File: config.mk
export PLATFORM = sky130hd
export DESIGN_NAME = sta_horner_step
export DESIGN_NICKNAME = d
export VERILOG_FILES = /design/src/design/sine_taylor_approximation_macros.svh /design/src/design/sta_pkg.sv /design/src/design/sta_horner_step.sv
export SDC_FILE = /design/constraint.sdc
export NUM_CORES = 2
export LEC_CHECK = 0
export BUFFER_PORTS_ARGS = -buffer_cell sky130_fd_sc_hd__buf_2
export CAP_MARGIN = 20
export CORE_ASPECT_RATIO = 0.6
export CORE_UTILIZATION = 45
export CTS_BUF_LIST = sky130_fd_sc_hd__clkbuf_4
export CTS_CLUSTER_SIZE = 8
export DETAILED_ROUTE_END_ITERATION = 10
export GPL_TIMING_DRIVEN = 0
export PLACE_DENSITY_LB_ADDON = 0.3
export SLEW_MARGIN = 0
export SYNTH_ARGS = -nofsm -noshare
export SYNTH_HDL_FRONTEND = slang
export SYNTH_SLANG_ARGS = --single-unit
export TNS_END_PERCENT = 20
File: constraint.sdc
create_clock -name clk -period 5.4 [get_ports clk]
set_input_delay 1.08 -clock clk [delete_from_list [all_inputs] [get_ports clk]]
set_output_delay 1.08 -clock clk [all_outputs]
set_load 0.02 [all_outputs]
File: src/design/sine_taylor_approximation_macros.svh
// Assertion helpers for the sine block.
// Each macro expects clk and arst_n in the enclosing scope.
`ifndef SINE_TAYLOR_APPROXIMATION_MACROS_SVH
`define SINE_TAYLOR_APPROXIMATION_MACROS_SVH

// Same-cycle implication.
`define STA_CHECK(label, ante, cons) \
	label: assert property (@(posedge clk) disable iff (!arst_n) (ante) |-> (cons)) \
		else $error("%m: check failed");

// Next-cycle implication.
`define STA_CHECK_NEXT(label, ante, cons) \
	label: assert property (@(posedge clk) disable iff (!arst_n) (ante) |=> (cons)) \
		else $error("%m: check failed");

`endif

File: src/design/sta_pkg.sv
package sta_pkg;

	// Range reduction constants
	localparam logic [29:0]        InvTwoPiQ32 = 30'd683565276;
	localparam logic [31:0]        TwoPiQ29    = 32'd3373259426;
	localparam logic signed [32:0] PiQ28       = 33'sd843314857;
	localparam logic signed [32:0] TwoPiQ28    = 33'sd1686629713;

	// Taylor coefficients, Q.28
	localparam logic [31:0]        Coef9Q28 = 32'd740;
	localparam logic signed [31:0] Coef7Q28 = -32'sd53261;
	localparam logic signed [31:0] Coef5Q28 = 32'sd2236962;
	localparam logic signed [31:0] Coef3Q28 = -32'sd44739243;
	localparam logic signed [31:0] OneQ28   = 32'sd268435456;

	// Output clamp
	localparam logic signed [36:0] SatHi = 37'sd2147483647;
	localparam logic signed [36:0] SatLo = -37'sd2147483648;

	// Bound on |sine| in Q2.30 (degree-9 error at pi is well under 1%)
	localparam logic signed [31:0] SineBound = 32'sd1090000000;

	localparam logic [4:0] ShQ28 = 5'd28;
	localparam logic [4:0] ShQ30 = 5'd26;

	typedef struct packed {
		logic signed [31:0] angle;
		logic               last_in;
	} in_t;

	typedef struct packed {
		logic signed [31:0] sine;
		logic               last_out;
	} out_t;

	// Horner stage payload
	typedef struct packed {
		logic [31:0]        y;
		logic signed [31:0] x;
		logic signed [31:0] z;
		logic               last;
	} hrn_t;

	function automatic logic [31:0] mag32(input logic signed [31:0] v);
		logic signed [31:0] n;
		n = -v;
		return v[31] ? n : v;
	endfunction

	// Magnitude product, rounded half up at bit sh, then signed.
	function automatic logic signed [36:0] mul_round(input logic [31:0] mag_a,
			input logic [31:0] mag_b, input logic neg, input logic [4:0] sh);
		logic [63:0]        p;
		logic [64:0]        sum;
		logic [36:0]        mag_p;
		logic signed [36:0] res;
		p     = 64'(mag_a) * 64'(mag_b);
		sum   = 65'(p) + (65'd1 << (sh - 5'd1));
		mag_p = 37'(sum >> sh);
		res   = $signed(mag_p);
		return neg ? -res : res;
	endfunction

endpackage

File: src/design/sta_horner_step.sv
// One Horner step: z' = round(y * (z + coef)) in Q.28, one register stage.
module sta_horner_step (
	input  logic               clk,
	input  logic               arst_n,
	input  logic signed [31:0] coef,
	input  logic               up_valid,
	output logic               up_ready,
	input  sta_pkg::hrn_t      up_data,
	output logic               dn_valid,
	input  logic               dn_ready,
	output sta_pkg::hrn_t      dn_data
);

	logic               valid_q;
	sta_pkg::hrn_t      data_q;
	logic signed [31:0] w;
	logic signed [36:0] prod;

	assign w    = up_data.z + coef;
	// y is never negative, so the sign comes from w alone
	assign prod = sta_pkg::mul_round(up_data.y, sta_pkg::mag32(w), w[31], sta_pkg::ShQ28);

	assign up_ready = !valid_q || dn_ready;
	assign dn_valid = valid_q;
	assign dn_data  = data_q;

	always_ff @(posedge clk or negedge arst_n) begin
		if (!arst_n) begin
			valid_q <= 1'b0;
		end else if (up_ready) begin
			valid_q <= up_valid;
		end
	end

	always_ff @(posedge clk) begin
		if (up_ready && up_valid) begin
			data_q.y    <= up_data.y;
			data_q.x    <= up_data.x;
			data_q.z    <= prod[31:0];
			data_q.last <= up_data.last;
		end
	end

endmodule

==> reports/qor.txt <==
Status: finished with violations
Violated checks: negative setup slack
RSZ-0062 raised after global routing: yes
DR vias/cell: 5.48
Seq cells post-synth: 98
TritonRoute pass-1 iters: 6
Seq/Total Area, Yosys: 0.0752
Crit path required time: 5.83 ns
Cell row count: 83
WL/cell: 26.6 µm
Ys Warns: 0
Crit path buf inv count: 6
Number of fill cells: 8,002
Crit path largest cell delay: 0.64 ns
Mapped Avg Cell Area: 8.97 µm²
Min Tclk post-route: 12.28 ns
Fin crit share: 2.27
Gpl congestion: 1.04
Endpoints failing hold: 0
Port-buffer cells: 231
Total global routing overflow: 0
Ys flop type: edfxtp_1
Die footprint: 88,000 µm²
Stages on worst setup path: 40
Clk_lat worst skew: 0.68 ns
Die height: 230 µm
Final setup vio count: 32
Worst relative slew slack: 0.156
Cells after Synth: 4,355
Drt initial violations: 3,607
Fin Clk Skew: 0.0382 ns
Synth async-reset ratio: 0.0102
Vias: 32,155
GRT Total Usage: 0.366
Met2 WL: 56,000 µm
CP max stage cell: fa_2
CTS clock-pin slew for the worst setup and hold paths: 0.20 ns
HP Class: input pin to asynchronous set/reset pin
Delay-heaviest family, CP: adder cells
Die W: 382 µm
Clock Tree Root: clkbuf_4
Final ANT Viol Nets: 0
Clock Sink Count: 98
Syn Std Cell Area: 39,000 µm²
Starting Density: 0.456
Vias in the first global route: 32,486
Core footprint: 85,700 µm²
Fraction of layout instances using a drive strength above 1: 0.150
Worst setup EP type: flip-flop
CTS tree: built
Total CTS buffers: 9
Synthesized Nets: 5,669
Synth-to-layout area growth: 15.6%
CTS Hold Buffers Added: 0
R2R setup slack: 3.59 ns
Max clock buf depth: 2
Drt total wl: 156,000 µm
DP HPWL: 130,000 µm
Max-slew violation count: 0
Worst EP arrival: 12.71 ns
Startpoint Class: input pin
Max Cap Viol: 0
WL met1: 67,900 µm
Max Clk Rate: 81.4 MHz
Post-synth EDFFs: 97
Met3 wire length: 29,600 µm
Crit path kind: input pin to flip-flop
IO Count: 232
Yosys cell types: 83
Setup ws final: -6.88 ns
Crit Path Max Fanout: 7
FF-to-FF path depth: 3
Final instance area: 45,100 µm²
# nets final: 6,017
Residual DRC count: 0
Cell seen most often among critical-path stages: fa_1
Top layer in use: met5
Largest net degree at the start of global routing: 64
H-tree levels: 3
Post-DP Area: 42,400 µm²
First-pass GRT wire length: 227,000 µm
Initial antenna violation count: 22
Worst Tran Pin Value: 1.27 ns
## state kept, by name (all words and copies together), names as in the netlist
name,flops
dn_data,97
dn_valid,1
## cell families after synthesis
group                      after synthesis  share of synthesized area
xor gates and xnor gates               120                     0.0275
buffers and inverters                 1229                      0.118
DFF                                     98                     0.0752
adders and majority gates             1181                      0.550
and+or+nand+nor                       1336                      0.165
muxes                                    4                    0.00103
AOI/OAI and AO/OA                      387                     0.0631
## layer usage
metal  up-vias  track usage
li1      13733            -
met1     16191        0.541
met5         -            0
met2      2067        0.445
met3       154        0.226
met4        10       0.0571
## final timing paths
check / to / startpoint
min in group clk: dn_data[61] / up_data[61]
max in group asynchronous: dn_valid / arst_n
hold reg to reg: dn_valid / dn_valid
hold / removal: dn_valid / arst_n
setup reg to reg: dn_data[84] / dn_valid
setup / recovery: dn_data[31] / coef[1]
## cell usage after synthesis, types with 6 or more instances
| library cell | count | area [µm²] |
|---|---|---|
| inv_1 | 1002 | 3760 |
| fa_1 | 893 | 17900 |
| nand2_1 | 725 | 2720 |
| and2_1 | 352 | 2200 |
| ha_1 | 288 | 3600 |
| clkbuf_1 | 225 | 845 |
| a21oi_1 | 127 | 636 |
| edfxtp_1 | 97 | 2910 |
| xnor2_1 | 77 | 674 |
| o21ai_0 | 73 | 365 |
| nor2_1 | 65 | 244 |
| xor2_1 | 41 | 359 |
| a21o_1 | 40 | 300 |
| nor3_1 | 28 | 140 |
| nand4_1 | 25 | 156 |
| nand3_1 | 24 | 120 |
| nand2b_1 | 23 | 144 |
| nor2b_1 | 22 | 138 |
| a31oi_1 | 18 | 113 |
| o21a_1 | 14 | 105 |
| o31ai_1 | 13 | 97.6 |
| and3_1 | 11 | 68.8 |
| o21ai_1 | 11 | 55.1 |
| a211oi_1 | 9 | 67.6 |
| o21bai_1 | 9 | 67.6 |
| o31a_1 | 8 | 70.1 |
| nor4_1 | 7 | 43.8 |
| o211ai_1 | 7 | 52.6 |
| or3_1 | 7 | 43.8 |
| or2_2 | 6 | 37.5 |
## layout by cell type, fill, tap and decap left out, types with 50 or more instances in the layout
cell type and instances:
ha_1 267, clkbuf_1 126, edfxtp_1 97, fa_1 857, inv_1 1000, nor2_1 58
buf_2 233, and2_1 348, a21oi_1 109, buf_4 99, nand2_1 718, o21ai_0 50
## through the flow
stage                     std cells  TNS [ns]  hold slack, ns  utilization  worst slack, ns
final                          5868   -201.91           0.154        0.527            -6.88
after global routing           5862   -212.03           0.104        0.527            -7.15
after CTS                      5839   -196.97           0.106        0.521            -6.68
after detailed placement       5744   -275.42           0.529        0.495            -9.40
after global placement         5733   -296.71           0.510        0.492            -9.73
after floorplan                4355   -182.58           0.783            -            -6.10
## what timing repair did
action / in CTS / in global routing
endpoints found under the setup margin: 32 / 32
gates resized for setup: 312 / 84
gates cloned: 1 / 0
pin swaps: 76 / 26
setup buffers: 90 / 18
## final cells by class
| type | count | area, µm² | area share |
|---|---|---|---|
| inverters | 1002 | 3760 | 0.0833 |
| flip-flops and latches | 98 | 2940 | 0.0651 |
| multi-input cells | 3028 | 33200 | 0.735 |
| clock buffers | 9 | 67.6 | 0.00150 |
| plain buffers | 210 | 1350 | 0.0298 |
| well taps | 1147 | 1440 | 0.0318 |
| diodes | 13 | 32.5 | 0.000721 |
| clock inverters | 7 | 76.3 | 0.00169 |
| repair buffers | 354 | 2320 | 0.0515 |
Power is left out: the tool's default activity adds up to more than one toggle a clock period on the data nets, which glitch-free logic cannot reach.
